### src/affine_span_texture_mapper_assert.svh
// Assertion macros for the affine span texture mapper.
// No dependencies; included by the top level.
`ifndef AFFINE_SPAN_TEXTURE_MAPPER_ASSERT_SVH
`define AFFINE_SPAN_TEXTURE_MAPPER_ASSERT_SVH

// Same-cycle implication, disabled during reset.
`define ASTM_ASSERT_NOW(lbl, clk, rst_n, ante, cons, msg) \
    lbl: assert property (@(posedge clk) disable iff (!rst_n) (ante) |-> (cons)) \
        else $error(msg);

// Next-cycle implication, disabled during reset.
`define ASTM_ASSERT_NEXT(lbl, clk, rst_n, ante, cons, msg) \
    lbl: assert property (@(posedge clk) disable iff (!rst_n) (ante) |=> (cons)) \
        else $error(msg);

`endif

### src/astm_ram.sv
// Generic single-write, single-read RAM with registered read data.
// No dependencies.
`timescale 1ns / 1ps

module astm_ram #(
    parameter int WIDTH = 8,
    parameter int DEPTH = 256
) (
    input  logic                     i_clk,
    input  logic                     i_we,
    input  logic [$clog2(DEPTH)-1:0] i_waddr,
    input  logic [WIDTH-1:0]         i_wdata,
    input  logic                     i_re,
    input  logic [$clog2(DEPTH)-1:0] i_raddr,
    output logic [WIDTH-1:0]         o_rdata
);

    logic [WIDTH-1:0] r_mem [DEPTH];
    logic [WIDTH-1:0] r_rdata;

    // Read-first: a read at the write address returns the old word.
    always_ff @(posedge i_clk) begin
        if (i_we) begin
            r_mem[i_waddr] <= i_wdata;
        end
        if (i_re) begin
            r_rdata <= r_mem[i_raddr];
        end
    end

    assign o_rdata = r_rdata;

endmodule

### config.mk
export PLATFORM = sky130hd
export DESIGN_NAME = astm_ram
export DESIGN_NICKNAME = d
export VERILOG_FILES = /design/src/affine_span_texture_mapper_assert.svh /design/src/astm_ram.sv
export SDC_FILE = /design/constraint.sdc
export NUM_CORES = 2
export LEC_CHECK = 0
export BUFFER_PORTS_ARGS = -buffer_cell sky130_fd_sc_hd__clkbuf_2
export CORE_MARGIN = 4
export CORE_UTILIZATION = 50
export DETAILED_ROUTE_END_ITERATION = 16
export MAX_ROUTING_LAYER = met4
export PLACE_DENSITY = 0.67
export SYNTH_ARGS = -nofsm -noshare
export SYNTH_HDL_FRONTEND = slang
export SYNTH_SLANG_ARGS = --single-unit
### constraint.sdc
create_clock -name i_clk -period 7.7 [get_ports i_clk]
set_input_delay 1.54 -clock i_clk [delete_from_list [all_inputs] [get_ports i_clk]]
set_output_delay 1.54 -clock i_clk [all_outputs]
set_load 0.03 [all_outputs]
==> Word level (Yosys, flattened, before mapping) <==
Memory sizes are Yosys's and may differ from the RTL's. A register that Yosys moved wholly into a read port is not among the register bits.
Index checks and enable logic that the tools add are counted.
{ "classes": {"n_mux": 2} }
{ "ops": {"columns": ["op", "count"], "rows": [
  ["1-bit 2-to-1 mux", 2]
]} }
{ "totals": {"in_bits": 27, "mem_bits_rw": 2048, "regBits": 0, "memories": 1, "elab_cells": 3} }
{ "mem_list": {"columns": ["name", "words", "width", "read_ports", "rd_ports_with_merged_regs", "wr", "line_no", "source"], "rows": [
  ["r_mem", 256, 8, 1, 1, 1, "astm_ram.sv:18", "logic [WIDTH-1:0] r_mem [DEPTH];"]
]} }

==> Logic depth before layout (Yosys ltp) <==
{ "depth": {"ltp_word": 2, "ltp_mapped": 11, "depth_no_buf": 6} }

==> Worst setup path after synthesis <==
OpenSTA, ideal clock, no wires.
{ "synth_timing": {"kind": "input -> register", "from": "in i_raddr[0]", "to": "reg r_rdata[2] (netlist: o_rdata[2]) (read register of r_mem) (data pin)", "t_arrival_ps": 3347, "t_required_ps": 7431, "stages": 9, "n_path_buf": 4, "setup_ps": 269, "slack_ps": 4084, "path_cell_list": "buf_6 -> buf_12 -> buf_8 -> buf_2 -> mux4_2 -> a22oi_1 -> a21oi_1 -> nor4_1 -> nor4_2"} }
{ "synth_lines": {"columns": ["item", "line_no", "source"], "rows": [
  ["from (decl)", "astm_ram.sv:14", "input logic [$clog2(DEPTH)-1:0] i_raddr,"],
  ["to (decl)", "astm_ram.sv:19", "logic [WIDTH-1:0] r_rdata;"]
]} }

==> flow_summary.ini <==
[run_status]
outcome = complete, no violations

[cells_and_area]
final_nets = 3848
final_area_sq_um = 88200
drive_above_1_share_pct = 21.9
areaGrowthSynthToFinish_pct = 10.7

[clock_tree]
hold_buffers = 0
postCtsSetupBuffers = 0
numCtsBuffers = 197
clk_latency_ns = 0.83
cts_root_buf = clkbuf_16
cts_resized = 0
clock_sink_count = 2056
cts_buffer_depth = 3
path_clk_slew_ns = 0.07
cts_tree = done
htree_levels = 4

[timing]
period_needed_ns = 5.17
clock_skew_ns = 0.0264
rsz0062_at_grt = no
setup_viol = 0
relSlewSlack_pct = 2.11
fmax_ghz = 0.193
holdWs_ns = 1.14
finalSetupTns_ns = 0
tightestPinTransition_ns = 1.45
post-route-period-util_pct = 67.2
drv_slew = 0
hold_viol = 0

[critical_path]
startpoint_type = input port
r2r_setup_slack_ns = 4.48
worstPathRequired_ns = 8.21
crit_fanout = 76
critPathLaunch = i_raddr[0]
rr_startpoint = r_mem[83][1]
critical_path_class = input port to flip-flop
end_kind = flip-flop
r2r_cells = 5
cp.arrival_ns = 5.69
r2r_end = o_rdata[1]

[pwr]
p_leak_nw = 27.0
power_switching_mw = 4.82
clkPwrFrac_pct = 41.3
p_comb_share_pct = 4.7
power.density_nw_per_um2 = 260
swShare_pct = 21.1
p_seq_share_pct = 54.0
intPower_mw = 18.1
ir_drop_mv = 0.250

[die]
fp.coreArea_sq_um = 158000
die_area_sq_um = 166000
initial_core_util_pct = 50.3
fp.dieW_um = 407
ios = 35
die_y_um = 407
rows = 146

[hold_path]
whs_path_depth = 5
hp-class = flip-flop to flip-flop
worstHoldEndpoint = o_rdata[2]
min-delay-start = r_mem[50][2]

[grt]
grt.total_usage_pct = 24.0
grt_pass1_vias = 38482
antenna_found_initial = 7
grt_remaining_overflow = 0
grt_max_degree = 173
grt_first_pass_wirelength_mm = 277

[synthesis]
synth_warnings = 0
synth.distinct_cells = 54
synth_nets = 3760
synth-edff-count = 2056
ys_top_cells_by_count = edfxtp_1 (2056), mux4_2 (454), nor2_1 (282)
synth_top_area_share_pct = 77.5
ys_seq_area_share_pct = 77.5
synth_area_sq_um = 79600
syn_area_per_cell_sq_um = 21.3
synth_most_common_cell = edfxtp_1
synth_area_leaders = edfxtp_1 (78%), mux4_2 (13%), mux2i_1 (1.7%)
ys.flop_type = edfxtp_1
synth.largest_area_cell = edfxtp_1
async_flop_share_pct = 0
ys_ff_latch = 2056
synth_cells = 3733

[routing]
routed_wl_mm = 191
ant_nets = 0
drtPass1Iterations = 6
drc_errors = 0
routedWlPerCell_um = 31.5
drtIter0Drc = 5477
vias = 38767
via_per_inst = 6.39

[place]
gp_congestion = 0.834
numPortBuffers = 34
placed_cell_area_sq_um = 81900
dp_hpwl_mm = 114

[flow_run]
drv_cap = 0
[per-stage QoR]
step	utilization, %	setup slack, ns	std cells	total power, mW
after floorplan	-	4.08	3733	13.2
after global placement	51.7	1.51	5692	13.7
after detailed placement	51.7	1.62	5694	13.7
after CTS	55.7	2.55	6058	23.0
after global routing	55.7	2.31	6063	23.5
final	55.7	2.53	6063	22.9
[sequential cells by signal (all words and copies together) (netlist names)]
register,cells
r_mem,2048
o_rdata,8
[final cells by class]
type	count	area (sq um)
Antenna cell	5	12.5
Clock buffer	254	5270
Clock inverter	110	995
Fill cell	11540	70200
Inverter	2	7.51
Multi-Input combinational cell	1442	16500
Sequential cell	2056	61700
Tap cell	2072	2590
Timing Repair Buffer	122	1050
[layer usage]
| metal | vias to the layer above | routed length (um) | GRT usage (%) |
|---|---|---|---|
| met5 | - | 0 | - |
| met4 | 0 | 5510 | 7.00 |
| met3 | 320 | 17200 | 4.49 |
| met2 | 1975 | 90900 | 36.1 |
| met1 | 20578 | 77500 | 34.2 |
| li1 | 15894 | - | - |
[how the worst max path moves through the flow]
stage,depth (start not counted),to,slack [ns]
after global routing,10,o_rdata[1],2.31
after global placement,8,o_rdata[4],1.51
final,10,o_rdata[1],2.53
after floorplan,9,o_rdata[2],4.08
after CTS,10,o_rdata[1],2.55
after detailed placement,10,o_rdata[1],1.62
[placed cells by master, fill, tap and decap left out, types with 45 or more instances in the layout]
| cell | netlist | layout |
|---|---|---|
| nor2_1 | 282 | 279 |
| o221ai_1 | 46 | 46 |
| clkbuf_1 | 111 | 51 |
| clkinv_1 | 1 | 45 |
| a22oi_1 | 133 | 133 |
| edfxtp_1 | 2056 | 2056 |
| buf_4 | 27 | 79 |
| mux4_2 | 454 | 454 |
| clkbuf_16 | 0 | 203 |
| a21oi_1 | 96 | 96 |
| mux2i_1 | 134 | 134 |
[power by group through the flow]
stage               combinational, mW  clock (mW)  sequential, mW
finish                           1.08        9.45            12.4
global route                     1.14        10.0            12.4
CTS                              1.08        9.55            12.4
detailed placement               1.08           0            12.6
global placement                 1.06           0            12.6
floorplan                       0.599           0            12.6
[critical path, stage by stage]
cell	delay (ns)
buf_8	0.64
buf_12	0.36
buf_4	0.46
buf_4	0.30
mux2i_1	0.24
o221ai_1	0.19
o211ai_1	0.22
a21oi_1	0.21
nor4_1	1.18
nor4_1	0.19
[cell families after synthesis]
family | count (synthesis) | share of synthesized area (%)
DFF | 2056 | 77.5
muxes | 591 | 14.6
AOI/OAI and AO/OA | 385 | 3.42
buffers and inverters | 235 | 1.83
and+or+nand+nor | 466 | 2.63
(Power assumes the default switching activity.)
