File: src/affine_span_texture_mapper_assert.svh
// Assertion macros for the affine span texture mapper.
// No dependencies; included by the top level.
`ifndef AFFINE_SPAN_TEXTURE_MAPPER_ASSERT_SVH
`define AFFINE_SPAN_TEXTURE_MAPPER_ASSERT_SVH

// Same-cycle implication, disabled during reset.
`define ASTM_ASSERT_NOW(lbl, clk, rst_n, ante, cons, msg) \
    lbl: assert property (@(posedge clk) disable iff (!rst_n) (ante) |-> (cons)) \
        else $error(msg);

// Next-cycle implication, disabled during reset.
`define ASTM_ASSERT_NEXT(lbl, clk, rst_n, ante, cons, msg) \
    lbl: assert property (@(posedge clk) disable iff (!rst_n) (ante) |=> (cons)) \
        else $error(msg);

`endif

File: src/astm_pkg.sv
// Shared types and constants for the affine span texture mapper.
// No dependencies.
`timescale 1ns / 1ps

package astm_pkg;

    localparam int MAX_WIDTH   = 1024;
    localparam int MAX_HEIGHT  = 1024;
    localparam int TEXEL_DEPTH = 4096;
    localparam int LIGHT_DEPTH = 256;
    localparam int COLOR_W     = 8;
    localparam int COORD_W     = 10;
    localparam int IN_TDATA_W  = 184;
    localparam int OUT_TDATA_W = 32;
    localparam int CMD_W       = 2;

    localparam logic [CMD_W-1:0] CMD_LOAD_TEXEL = 2'd0;
    localparam logic [CMD_W-1:0] CMD_LOAD_LIGHT = 2'd1;
    localparam logic [CMD_W-1:0] CMD_START      = 2'd2;
    localparam logic [CMD_W-1:0] CMD_STEP       = 2'd3;

    // Per-pixel side information that travels with a texel read.
    typedef struct packed {
        logic [COORD_W-1:0] x;
        logic [COORD_W-1:0] row;
        logic               done;
        logic               low;
    } t_pix_info;

endpackage

File: src/astm_out.sv
// Output register: holds one pixel result, emits it once or as a pair.
// Depends on astm_pkg.
`timescale 1ns / 1ps

module astm_out (
    input  logic                             i_clk,
    input  logic                             i_rst_n,
    input  logic                             i_load,
    input  astm_pkg::t_pix_info              i_info,
    input  logic [astm_pkg::COLOR_W-1:0]     i_color,
    output logic                             o_free,
    output logic                             o_tvalid,
    input  logic                             i_tready,
    output logic [astm_pkg::COLOR_W-1:0]     o_pixel_color,
    output logic [10:0]                      o_screen_x,
    output logic [astm_pkg::COORD_W-1:0]     o_screen_y,
    output logic                             o_span_done
);
    import astm_pkg::*;

    logic      r_valid;
    logic      r_beat;
    t_pix_info r_info;
    logic      last_beat;
    logic      take;

    assign last_beat = !r_info.low || r_beat;
    assign take      = r_valid && i_tready;
    assign o_free    = !r_valid || (take && last_beat);

    always_ff @(posedge i_clk) begin
        if (!i_rst_n) begin
            r_valid <= 1'b0;
            r_beat  <= 1'b0;
        end else if (i_load) begin
            r_valid <= 1'b1;
            r_beat  <= 1'b0;
        end else if (take && last_beat) begin
            r_valid <= 1'b0;
        end else if (take) begin
            r_beat <= 1'b1;
        end
    end

    always_ff @(posedge i_clk) begin
        if (i_load) begin
            r_info <= i_info;
        end
    end

    assign o_tvalid      = r_valid;
    assign o_pixel_color = i_color;
    assign o_screen_x    = r_info.low ? {r_info.x, r_beat} : {1'b0, r_info.x};
    assign o_screen_y    = r_info.row;
    assign o_span_done   = r_info.done && last_beat;

endmodule

File: config.mk
export PLATFORM = sky130hd
export DESIGN_NAME = astm_out
export DESIGN_NICKNAME = d
export VERILOG_FILES = /design/src/affine_span_texture_mapper_assert.svh /design/src/astm_pkg.sv /design/src/astm_out.sv
export SDC_FILE = /design/constraint.sdc
export NUM_CORES = 1
export LEC_CHECK = 0
export BUFFER_PORTS_ARGS = -buffer_cell sky130_fd_sc_hd__buf_2
export CAP_MARGIN = 25
export CORE_MARGIN = 2
export CORE_UTILIZATION = 41
export CTS_CLUSTER_DIAMETER = 100
export DETAILED_ROUTE_END_ITERATION = 8
export PLACE_DENSITY = 0.83
export SLEW_MARGIN = 40
export SYNTH_ARGS = -nofsm -noshare
export SYNTH_HDL_FRONTEND = slang
export SYNTH_SLANG_ARGS = --single-unit
File: constraint.sdc
create_clock -name i_clk -period 1.3 [get_ports i_clk]
set_clock_uncertainty 0.05 [all_clocks]
set_input_delay 0.13 -clock i_clk [delete_from_list [all_inputs] [get_ports i_clk]]
set_output_delay 0.13 -clock i_clk [all_outputs]
set_load 0.05 [all_outputs]
* Yosys cells after proc, flatten, opt, wreduce, memory -nomap -nowiden
Cells that the tools add are included.
** Storage, ports and cells
- Flip-flop bits (word level) :: 24
- Output and inout port bits :: 32
- Word-level logic and storage cells :: 21
** Operators by class
- Mux-type cells :: 3
- Bitwise logic cells :: 2
- Reduce and logical (&&, ||, !) cells :: 10
** Operators with widths (count)
- 2-to-1 mux 11 bit :: 1
- logical AND 1 bit :: 3
- zero test 1 bit :: 2
- logical OR 1 bit :: 2
- 2-to-1 mux 1 bit :: 2
- inverter 1 bit :: 2
- AND reduction 2 bit :: 1
- nonzero test 2 bit :: 1
- OR reduction 2 bit :: 1

* Longest topological paths before layout
- Depth after elaboration :: 5
- Mapped depth :: 3
- Depth with buffers taken out :: 2

* Worst setup path after synthesis
No wires, ideal clock.
- Path kind :: register to output
- Start point :: register r_valid (netlist: o_tvalid)
- End point :: output port o_free
- Arrival time :: 1.015 ns
- Setup slack :: 0.105 ns
- Stages on the path, launching flop included :: 2
- Cells stage by stage :: dfxtp_1 a21bo_2
** Between the ends
- Word-level cells in the longest chain between the ends :: 3
- Elaborated cells between the ends (all ways) :: 4
- Classes of those cells :: reduce/logical (4)
** Ends and longest elaborated chain
- from (decl) :: RTL line astm_out.sv:21 : logic r_valid;
- from (signal assigned) :: RTL line astm_out.sv:33 : r_valid <= 1'b0;
- from (signal assigned) :: RTL line astm_out.sv:36 : r_valid <= 1'b1;
- from (signal assigned) :: RTL line astm_out.sv:39 : r_valid <= 1'b0;
- logical AND 1 bit :: RTL line astm_out.sv:28 : assign take = r_valid && i_tready;
- logical AND 1 bit :: RTL line astm_out.sv:29 : assign o_free = !r_valid || (take && last_beat);
- logical OR 1 bit * :: RTL line astm_out.sv:29
- to (decl) :: RTL line astm_out.sv:11 : output logic o_free,
Mark *: on every way between the ends. The rest lies on a longest branch, timed or not.

* Final worst setup path
- Start point :: register r_info[0] (netlist bit)
- End point :: output port o_screen_x[4]
** Between the ends
- Word-level cells in the longest chain between the ends :: 1
** Ends and longest elaborated chain
- from (decl) :: RTL line astm_out.sv:23 : t_pix_info r_info;
- from (signal assigned) :: RTL line astm_out.sv:47 : r_info <= i_info;
- 2-to-1 mux 11 bit :: RTL line astm_out.sv:53 : assign o_screen_x = r_info.low ? {r_info.x, r_beat} : {1'b0, r_info.x};
- to (decl) :: RTL line astm_out.sv:15 : output logic [10:0] o_screen_x,
Every way passes these cells.

==> results.md <==
- The startpoint of the lowest-slack hold path is i_rst_n.
- During I/O placement, the number of pins put on the boundary was 66.
- The final reports fail on setup timing.
- After layout, the worst setup slack is -0.233 ns.
- The slack of the worst reg-to-reg path is 0.31 ns.
- The floorplan step set the die height to 53.9 um.
- The final critical path takes up 118% of the cycle.
- The number of setup buffers added after CTS is 0.
- The required time at the worst-slack endpoint is between 1 and 1.5 ns.
- The proportion of power drawn by combinational gates is 31.1%.
- The destination of the worst register-to-register timing path is r_beat.
- The number of cells produced by synthesis is 62.
- The number of clock sinks seen by CTS is 24.
- The switching portion of total power is 32.7%.
- The min-delay analysis places its worst path in the category input port to register.
- The number of unique standard cell types used by synthesis is 12.
- The standard-cell row count is 18.
- The post-synthesis register bit count is 24.
- The clock transition at the registers of the reported paths is 0.13 ns.
- The floorplan die width is 53.9 um.
- The category of the critical setup timing path is register to output port.
- Dividing the detail-routed wire length by the instance count gives 15.4 um.
- The core region is 2410 um2.
- The tree is rooted in a sky130_fd_sc_hd__clkbuf_4.
- Max-cap violations in this run came to 0.
- Setup violations remaining at the end of the flow were counted as 13.
- The transition time of the tightest slew-check pin is roughly 0.27 ns.
- The largest fanout on the critical path is 7.
- The count of warnings emitted by yosys is 0.
- The top achievable clock speed is 652 MHz.
- The internal power is 0.00124 W.
- The area growth from synthesis to final layout is 49.4%.
- The number of failing hold endpoints at the final stage is 0.
- The run finished, with violations left.
- The CTS tree is done.
- The worst register-to-register path begins at r_info[0].
- When the netlist entered floorplanning its net count stood at 96.
- In the routed layout, each cell is associated on average with a via count of approximately 4.6.
- The proportion of power drawn by the clock network is a little under a fifth.
- In the final layout, the share of cells above drive strength 1 is 54.9%.
- Averaged over all synthesized cells, the footprint is 16.5 um2.
- Before antenna repair, the detailed router went through 3 iterations.
- The detailed router finished its first iteration with 5 violations.
- The initial antenna violation count was 0.
- After detailed routing, the number of remaining DRC violations is 0.
- Along the worst hold path, the cell count comes to 3.
- The number of clock buffers inserted by TritonCTS is 3.
- The detail route stage leaves a number of antenna-violating nets equal to 0.
- In the layout the commonest cells are 36 x sky130_fd_sc_hd__buf_2, 23 x sky130_fd_sc_hd__dlygate4sd3_1, 22 x sky130_fd_sc_hd__edfxtp_1.
- For this design the total switching power over the nets is 0.000602 W.
- The first global-routing pass estimated 3.34 mm of wire.
- The max-slew violation count is 0.
- The overflow left after global routing is 0.
- The antenna diode count is 0.
- The sequential power share is 50.4%.
- Data arrives at the worst endpoint at 1.35 ns.
- After the last flow step, the layout net total stands at around 160.
- The total routed wirelength is 2.34 mm.
- The tightest hold path in the finished design has a slack of 0.0201 ns.
- The maximum number of buffers from clock root to sink is 2.
- The overall fraction of global-route tracks in use is between 15 and 20%.
- For the worst-skew pair, the clock arrives at the later sink with an insertion delay of about 0.32 ns.
- The number of global-route vias before repair is 772.
- The congestion estimate from routability-driven global placement came to between 0.6 and 0.7.
- The normalized max-slew margin is 82.3%.
- The cell area that synthesis handed to floorplanning was ~1000 um2.
- The sequential share of the synthesized area is just under 70%.
- The worst voltage drop across the vdd grid is 0.000927 V.
- The cell area power density is 1210 nW/um2.
- For hold timing, the worst endpoint is o_tvalid.
- The worst reg2reg path depth is 3.
- Setup repair after global routing could not meet its margin everywhere.
- The largest net degree at the start of global routing is 26.
- The initial cell density of the core is 42.4%.
- The library cell used most frequently in the layout, excluding fill and tap cells, is sky130_fd_sc_hd__buf_2.
- The leakage power is 0.646 nW.
- The post-layout utilization of the core is 63.4%.
- In this run the tool buffered the top-level ports with 49 buffer cells.
- In this run the number of H-tree levels came out at 1.
- The element type at the critical path end is an output port.
- STA classifies the critical path startpoint as a register.
- The total die area is ~2900 um2.
- The routed via count is roughly 690.
- Counting I/O delays and the setup requirement, the final critical path takes about 1.5 ns.
[sequential cells by signal, indices dropped and copies added (netlist names)]
register / count
o_screen_y: 10
r_info: 12
r_beat: 1
o_tvalid: 1
[worst max-delay path by stage]
stage                     startpoint            end  cells past startpoint
after floorplan             o_tvalid         o_free                      1
after global placement     r_info[0]  o_screen_x[3]                      3
after detailed placement   r_info[0]    o_span_done                      4
after CTS                  r_info[0]  o_screen_x[4]                      3
after global routing       r_info[0]         o_free                      4
final                      r_info[0]  o_screen_x[4]                      3
[logic make-up after synthesis]
group / after synthesis / synth area share [%]
AOI/OAI and AO/OA: 4 / 2.69
buffers and inverters: 20 / 14.7
DFF: 24 / 68.5
muxes: 10 / 11.0
and+or+nand+nor: 4 / 3.06
[area by class of cell]
type | instances | area, um2
timing repair buffer | 75 | 588
clock buffer | 3 | 22.5
sequential | 24 | 701
inverter | 1 | 3.75
multi-input combinational | 18 | 171
fill | 169 | 882
clock inverter | 1 | 3.75
tap | 30 | 37.5
[repair_timing]
action | in CTS | in global routing
endpoints found under the setup margin | 13 | 13
hold buffers | 23 | 0
resized for setup | 25 | 0
pin swaps | 0 | 0
hold endpoints to repair | 23 | 0
[synth_stat cells (all sizes together)]
library cell,n,area share [%]
a21bo,1,0.98
a31oi,2,1.2
and2,2,1.2
buf,19,14
dfxtp,2,3.9
edfxtp,22,65
inv,1,0.37
mux2,10,11
nand2b,1,0.61
nor3b,1,1.2
o21ai,1,0.49
[power by group through the flow]
stage | sequential [W] | clock [W] | combinational [W]
after floorplan | 0.000950 | 0 | 0.000413
after global placement | 0.000942 | 0 | 0.000448
after detailed placement | 0.000945 | 0 | 0.000453
after CTS | 0.000928 | 0.000337 | 0.000567
after global routing | 0.000936 | 0.000362 | 0.000596
final | 0.000929 | 0.000340 | 0.000573
[critical path: stages (launching register included)]
cell and delay (ns):
sky130_fd_sc_hd__edfxtp_1 0.37, sky130_fd_sc_hd__buf_4 0.16, sky130_fd_sc_hd__mux2_2 0.35, sky130_fd_sc_hd__buf_6 0.15
[layer usage]
layer  up-vias  wire [um]  GRT usage (%)
met3         7        234           5.83
met4         0         56           11.5
met1       318        776           16.9
li1        328          -              -
met5         -          0              0
met2        40       1270           29.5
[per-stage QoR]
stage | setup TNS (ns) | std cells | cell area [um2] | total power [W] | setup WS, ns
3_5_place_dp | 0 | 125 | 1190 | 0.00140 | 0.0955
6_report | -2.76 | 152 | 1530 | 0.00184 | -0.233
2_1_floorplan | 0 | 62 | 1020 | 0.00136 | 0.105
4_1_cts | -2.69 | 152 | 1530 | 0.00183 | -0.230
3_3_place_gp | 0 | 125 | 1190 | 0.00139 | 0.104
5_1_grt | -3.20 | 152 | 1530 | 0.00189 | -0.272
Note: power is estimated with default switching activity, not from simulation.
