--- config.mk ---
export PLATFORM = sky130hd
export DESIGN_NAME = astm_span
export DESIGN_NICKNAME = d
export VERILOG_FILES = /design/src/affine_span_texture_mapper_assert.svh /design/src/astm_pkg.sv /design/src/astm_span.sv
export SDC_FILE = /design/constraint.sdc
export NUM_CORES = 1
export LEC_CHECK = 0
export BUFFER_PORTS_ARGS = -buffer_cell sky130_fd_sc_hd__buf_2
export CAP_MARGIN = 30
export CORE_ASPECT_RATIO = 1.25
export CORE_MARGIN = 3
export CORE_UTILIZATION = 30
export CTS_CLUSTER_DIAMETER = 80
export DETAILED_ROUTE_END_ITERATION = 8
export GPL_ROUTABILITY_DRIVEN = 1
export GPL_TIMING_DRIVEN = 0
export PLACE_DENSITY_LB_ADDON = 0.1
export SETUP_SLACK_MARGIN = 0.3
export SLEW_MARGIN = 20
export SYNTH_ARGS = -nofsm -noshare
export SYNTH_HDL_FRONTEND = slang
export SYNTH_SLANG_ARGS = --single-unit
export TNS_END_PERCENT = 5
--- constraint.sdc ---
create_clock -name i_clk -period 2.2 [get_ports i_clk]
set_input_delay 0.11 -clock i_clk [delete_from_list [all_inputs] [get_ports i_clk]]
set_output_delay 0.11 -clock i_clk [all_outputs]
set_load 0.02 [all_outputs]
--- src/affine_span_texture_mapper_assert.svh ---
// Assertion macros for the affine span texture mapper.
// No dependencies; included by the top level.
`ifndef AFFINE_SPAN_TEXTURE_MAPPER_ASSERT_SVH
`define AFFINE_SPAN_TEXTURE_MAPPER_ASSERT_SVH

// Same-cycle implication, disabled during reset.
`define ASTM_ASSERT_NOW(lbl, clk, rst_n, ante, cons, msg) \
    lbl: assert property (@(posedge clk) disable iff (!rst_n) (ante) |-> (cons)) \
        else $error(msg);

// Next-cycle implication, disabled during reset.
`define ASTM_ASSERT_NEXT(lbl, clk, rst_n, ante, cons, msg) \
    lbl: assert property (@(posedge clk) disable iff (!rst_n) (ante) |=> (cons)) \
        else $error(msg);

`endif

--- src/astm_pkg.sv ---
// Shared types and constants for the affine span texture mapper.
// No dependencies.
`timescale 1ns / 1ps

package astm_pkg;

    localparam int MAX_WIDTH   = 1024;
    localparam int MAX_HEIGHT  = 1024;
    localparam int TEXEL_DEPTH = 4096;
    localparam int LIGHT_DEPTH = 256;
    localparam int COLOR_W     = 8;
    localparam int COORD_W     = 10;
    localparam int IN_TDATA_W  = 184;
    localparam int OUT_TDATA_W = 32;
    localparam int CMD_W       = 2;

    localparam logic [CMD_W-1:0] CMD_LOAD_TEXEL = 2'd0;
    localparam logic [CMD_W-1:0] CMD_LOAD_LIGHT = 2'd1;
    localparam logic [CMD_W-1:0] CMD_START      = 2'd2;
    localparam logic [CMD_W-1:0] CMD_STEP       = 2'd3;

    // Per-pixel side information that travels with a texel read.
    typedef struct packed {
        logic [COORD_W-1:0] x;
        logic [COORD_W-1:0] row;
        logic               done;
        logic               low;
    } t_pix_info;

endpackage

--- src/astm_span.sv ---
// Span state: row, x range, u/v accumulators and steps; texel address.
// Depends on astm_pkg.
`timescale 1ns / 1ps

module astm_span (
    input  logic                             i_clk,
    input  logic                             i_rst_n,
    input  logic                             i_accept,
    input  logic [astm_pkg::CMD_W-1:0]       i_command,
    input  logic [astm_pkg::COORD_W-1:0]     i_span_row,
    input  logic [astm_pkg::COORD_W-1:0]     i_span_x_first,
    input  logic [astm_pkg::COORD_W-1:0]     i_span_x_last,
    input  logic [31:0]                      i_u_start,
    input  logic [31:0]                      i_v_start,
    input  logic [31:0]                      i_u_increment,
    input  logic [31:0]                      i_v_increment,
    input  logic                             i_low_detail,
    output logic                             o_pixel,
    output astm_pkg::t_pix_info              o_info,
    output logic [11:0]                      o_texel_addr
);
    import astm_pkg::*;

    logic [COORD_W-1:0] r_x, n_x;
    logic [COORD_W-1:0] r_final, n_final;
    logic [COORD_W-1:0] r_row, n_row;
    logic [31:0]        r_u, n_u, r_v, n_v, r_du, n_du, r_dv, n_dv;
    logic               r_active, n_active;
    logic               start, done;
    logic [COORD_W-1:0] last_sat, row_sat;

    assign start   = i_accept && (i_command == CMD_START);
    assign o_pixel = i_accept && (i_command == CMD_STEP) && r_active;
    assign done    = (r_x == r_final);

    // Clamp to the screen.
    assign last_sat = ({3'b000, i_span_x_last} > 13'(MAX_WIDTH - 1))
                    ? COORD_W'(MAX_WIDTH - 1) : i_span_x_last;
    assign row_sat  = ({3'b000, i_span_row} > 13'(MAX_HEIGHT - 1))
                    ? COORD_W'(MAX_HEIGHT - 1) : i_span_row;

    always_comb begin
        n_x      = r_x;
        n_final  = r_final;
        n_row    = r_row;
        n_u      = r_u;
        n_v      = r_v;
        n_du     = r_du;
        n_dv     = r_dv;
        n_active = r_active;
        if (start) begin
            n_x      = i_span_x_first;
            n_final  = last_sat;
            n_row    = row_sat;
            n_u      = i_u_start;
            n_v      = i_v_start;
            n_du     = i_u_increment;
            n_dv     = i_v_increment;
            n_active = (i_span_x_first <= last_sat);
        end else if (o_pixel) begin
            n_u = r_u + r_du;
            n_v = r_v + r_dv;
            if (done) begin
                n_active = 1'b0;
            end else begin
                n_x = r_x + COORD_W'(1);
            end
        end
    end

    always_ff @(posedge i_clk) begin
        if (!i_rst_n) begin
            r_x      <= '0;
            r_final  <= '0;
            r_row    <= '0;
            r_u      <= '0;
            r_v      <= '0;
            r_du     <= '0;
            r_dv     <= '0;
            r_active <= 1'b0;
        end else begin
            r_x      <= n_x;
            r_final  <= n_final;
            r_row    <= n_row;
            r_u      <= n_u;
            r_v      <= n_v;
            r_du     <= n_du;
            r_dv     <= n_dv;
            r_active <= n_active;
        end
    end

    // Texel index: v integer bits 5..0 as row, u integer bits 5..0 as column.
    assign o_texel_addr = {r_v[21:16], r_u[21:16]};

    assign o_info.x    = r_x;
    assign o_info.row  = r_row;
    assign o_info.done = done;
    assign o_info.low  = i_low_detail;

endmodule

Word level (Yosys, flattened, before mapping) --
Index checks and enable logic that the tools add are counted.
Cells by class: muxes and demuxes 10, $lt $le $gt $ge 1, eq/ne operators 4, multiply operators 0, reduce and logical (&&, ||, !) cells 7, shifts and indexed selects 0, bitwise operators 0, $add $sub $neg 3, div/mod/pow operators 0
Operator list (count):
- two-way mux 32 bit | 4
- adder 32 bit | 2
- two-way mux 10 bit | 3
- adder 10 x 1 -> 10 bit (second input constant) | 1
- equality test 10 bit | 1
- less-or-equal comparator 10 bit | 1
- equality test 2 bit (second input constant) | 2
- AND reduction 2 bit | 2
- nonzero test 2 bit | 2
- logical AND 1 bit | 3
- two-way mux 1 bit | 3
- inequality test 2 bit (second input constant) | 1
Storage, ports and cells: ROM bits 0, memories kept 0, word-level logic and storage cells 33, bits in latches 0, memory bits (writable) 0, register bits after elaboration 159

Logic depth before layout (Yosys ltp) --
depth after elaboration 5, depth in mapped cells 11, gate-level depth less buffers 11

Worst setup path after synthesis --
OpenSTA, ideal clock, no wires.
path type register to register, from reg r_v[0], to reg r_v[8], data required time 2.114 ns, setup slack -0.026 ns, cell stages (with the launch flop) 12, arrival time 2.140 ns, clock period less this slack 2.226 ns, buffers on the path 0, cell sequence dfxtp_1 -> ha_1 -> inv_1 -> fa_1 -> nor2b_1 -> o21ai_1 -> a21boi_1 -> o21a_1 -> o21a_1 -> o21ai_1 -> mux2_1 -> a211oi_1
On the way: cells in the longest elaborated chain, start to end 3
RTL lines:
- start, declared | line astm_span.sv:27 | logic [31:0] r_u, n_u, r_v, n_v, r_du, n_du, r_dv, n_dv;
- start signal, assigned | line astm_span.sv:86 | r_v <= n_v;
- adder 32 bit | line astm_span.sv:62 | n_v = r_v + r_dv;
- two-way mux 32 bit | line astm_span.sv:60 | end else if (o_pixel) begin
- two-way mux 32 bit | line astm_span.sv:51 | if (start) begin
No other way between the ends. The select of a mux whose other input is x is not followed. A chain may end at the register's enable or synchronous reset.

Worst setup path in the final report --
from reg r_dv[0], to reg r_v[20]
On the way: cells in the longest elaborated chain, start to end 3
RTL lines:
- start, declared | line astm_span.sv:27
- start signal, assigned | line astm_span.sv:88 | r_dv <= n_dv;
- adder 32 bit | line astm_span.sv:62
- two-way mux 32 bit | line astm_span.sv:60
- two-way mux 32 bit | line astm_span.sv:51
No other way between the ends. The select of a mux whose other input is x is not followed.

==> flow_metrics.py <==
metrics = {
    "timing": {
        "worst_slack_ps": -160,
        "period_share_pct": 107,
        "fin_hold_ws_ps": 7.30,
        "max_freq_mhz": 424,
        "finalSetupViolations": 11,
        "rsz0062_at_grt": "yes",
        "clock_skew_ps": 9.96,
        "hold_viol": 0,
        "fin_crit_ps": 2360,
        "slew_headroom_pct": 45.8,
        "drv_slew": 0,
        "worstMarginPinSlew_ps": 814,
    },
    "setup_path": {
        "crit_arrival_ps": 2720,
        "ff2ff_path_depth": 11,
        "crit_fanout": 3,
        "critPathSlowestCell": "dfxtp_2",
        "r2r-end": "r_v[20]",
        "cp.depth": 11,
        "path_cells": "ha_4 -> inv_2 -> fa_2 -> nor2b_4 -> o21ai_2 -> a21boi_2 -> o31ai_2 -> a31oi_2 -> nor2_2 -> mux2_1 -> nor2_1",
        "r2r-start": "r_dv[0]",
        "cp_top_family": "compound AO/OA/AOI/OAI gates",
        "r2r_slack_ps": -160,
        "path_buf_inv": 1,
        "worstSetupStartpointType": "flip-flop",
        "crit_required_ps": 2550,
        "crit_start": "r_dv[0]",
        "max_stage_delay_ps": 360,
        "endpoint_kind": "flip-flop",
        "critical_path_class": "flip-flop to flip-flop",
        "crit_end": "r_v[20]",
    },
    "power": {
        "power.internal_mw": 4.51,
        "p_clk_share_pct": 46.5,
        "p_per_area_mw_per_mm2": 604,
        "total_leakage_power_nw": 4.23,
        "seqPwrFrac_pct": 37.7,
        "swShare_pct": 26.9,
        "comb_power_share_pct": 15.7,
        "power.net_switching_mw": 1.66,
        "peakVddDrop_mv": 0.551,
    },
    "yosys": {
        "synth_area_sq_mm": 0.00709,
        "syn_area_per_cell_sq_um": 7.77,
        "yosysTopAreaCellShare_pct": 33.6,
        "syn_inst": 913,
        "synth_edf_count": 0,
        "syn_nets": 1132,
        "ys_seq_area_share_pct": 33.6,
        "synth.area.top_cells": "dfxtp_1 34%, a21oi_1 9.9%, nand2_1 9.7%",
        "yosysUniqueCellTypes": 66,
        "async_flop_share_pct": 0,
        "ys.warnings.count": 0,
        "synth-seq-cells": 119,
        "synth_area_leader_cell": "dfxtp_1",
        "ys.flop_type": "dfxtp_1",
    },
    "place": {
        "dpl.hpwl_mm": 19.0,
        "preCtsSetupSlack_ps": -408,
        "io_buffers": 156,
        "gp_congestion": 0.875,
    },
    "routing": {
        "drc": 0,
        "avgRoutedWirePerCell_um": 17.4,
        "wirelength_mm": 25.8,
        "drt_iter0_drc": 316,
        "firstDrtPassIters": 6,
        "vias": 7424,
        "viasPerCell": 5.02,
        "ant_nets": 0,
    },
    "global_route": {
        "grt_max_degree": 17,
        "overflow": 0,
        "grt_usage_pct": 20.0,
        "antenna_found_initial": 2,
        "grt_pass1_wl_mm": 39.6,
        "grt_pass1_vias": 7490,
    },
    "die": {
        "die_w_um": 144,
        "die_area_sq_mm": 0.0255,
        "pin_count": 199,
        "start_util_pct": 30.7,
        "die_h_um": 178,
        "core_sq_mm": 0.0231,
        "rows": 62,
    },
    "min_path": {
        "hp-class": "input pin to flip-flop",
    },
    "cts": {
        "htreeDepth": 4,
        "tritoncts": "yes",
        "ctsLongestPathBuffers": 2,
        "clkTransAtPathRegs_ps": 60,
        "insertion_delay_ps": 420,
        "clkSinkCount": 119,
        "cts_buffers": 17,
        "ctsRootBufferMaster": "clkbuf_16",
    },
    "outcome": {
        "violations": "negative setup slack",
        "status": "finished with violations",
    },
    "layout": {
        "finish.utilization_pct": 44.2,
        "final_nets": 1396,
        "area_growth_syn_to_layout_pct": 44.2,
        "final_common_cell": "nand2_1",
        "drive_above_1_share_pct": 27.0,
        "layout_common_cells": "180 x nand2_1, 155 x buf_2, 132 x a21oi_1",
    },
    "flow_run": {
        "maxCapViolations": 0,
    },
}
## layer usage
metal  wire length [um]  global-route usage (%)
met5                 21                       0
met4                354                    4.83
met3               1170                    3.88
met2              12800                    35.0
met1              11400                    25.3
## synth_stat cells, types with 3 or more instances
cell and number:
and3_1 4, inv_1 33, nor4_1 3, a211oi_1 13, nand4_1 8, nor2b_1 6
nor3_1 11, dfxtp_1 119, nand2_1 184, a221oi_1 3, a21o_1 18, o21bai_1 6
o21ai_0 20, ha_1 53, o22ai_1 3, o221ai_1 23, clkbuf_1 49, or2_2 4
a21oi_1 141, nand3_1 15, o311ai_0 3, and2_1 3, a311oi_1 9, xor2_1 24
or3_1 3, o21ai_1 14, o21a_1 5, nor2_1 52, o211ai_1 3, buf_4 14
xnor2_1 18, a31oi_1 6
## worst register-to-register path: cells and delay by family, from the launching register on
family | cells | cell delay, ps
DFF | 1 | 360
buffers and inverters | 1 | 40
adders and majority gates | 2 | 530
AOI/OAI and AO/OA | 4 | 710
muxes | 1 | 320
and+or+nand+nor | 3 | 340
## worst min path at each step
stage	slack (ps)	from	end	depth (start not counted)
6_report	7	i_u_start[5]	r_u[5]	3
3_5_place_dp	350	i_u_start[15]	r_u[15]	3
4_1_cts	1	i_u_start[5]	r_u[5]	3
5_1_grt	20	i_u_start[6]	r_u[6]	3
3_3_place_gp	350	i_u_start[15]	r_u[15]	3
2_1_floorplan	240	i_v_increment[0]	r_dv[0]	2
## final cells by class
type,count,area (sq um)
antenna,1,2.50
buffer,65,325
clock buffer,20,447
clock inverter,12,151
fill,2398,12900
inverter,34,128
multi-input combinational,695,4750
sequential,119,2410
tap,288,360
timing repair buffer,245,1660
## sequential cells by signal, indices dropped and copies added (netlist names)
name,count
r_active,1
r_du,22
r_dv,22
r_final,10
r_row,10
r_u,22
r_v,22
r_x,10
## cells by family (layout without fill, tap and decap cells)
| kind of cell | count (synthesis) | after routing | share of synthesized area, % |
|---|---|---|---|
| AOI/OAI and AO/OA | 290 | 290 | 26.1 |
| DFF | 119 | 119 | 33.6 |
| xor gates and xnor gates | 42 | 42 | 5.19 |
| buffers and inverters | 99 | 376 | 6.00 |
| and+or+nand+nor | 305 | 305 | 18.7 |
| adders and majority gates | 55 | 55 | 9.91 |
| muxes | 3 | 3 | 0.459 |
| other | 0 | 1 | 0 |
## timing repair
action | 4_1_cts | 5_1_grt
buffers inserted | 4 | 5
setup endpoints to repair | 49 | 100
gates resized for setup | 56 | 64
pin swaps | 32 | 39
hold buffers | 80 | 0
hold endpoints to repair | 80 | 0
## power groups by stage
stage | sequential (mW) | combinational [mW] | clock, mW
floorplan | 2.36 | 0.478 | 0
global placement | 2.37 | 0.805 | 0
detailed placement | 2.37 | 0.807 | 0
CTS | 2.33 | 0.946 | 2.92
global route | 2.34 | 1.07 | 3.02
finish | 2.33 | 0.972 | 2.87
## through the flow
stage                     std cells  total power, mW  instance area [sq um]  TNS, ps
after floorplan                 913             2.84                   7150        0
after global placement         1357             3.17                   8300    -5820
after detailed placement       1357             3.17                   8300    -7060
after CTS                      1473             6.20                   9950    -1210
after global routing           1478             6.43                  10200    -2480
final                          1479             6.17                  10200     -862
Note: power is estimated with default switching activity, not from simulation.
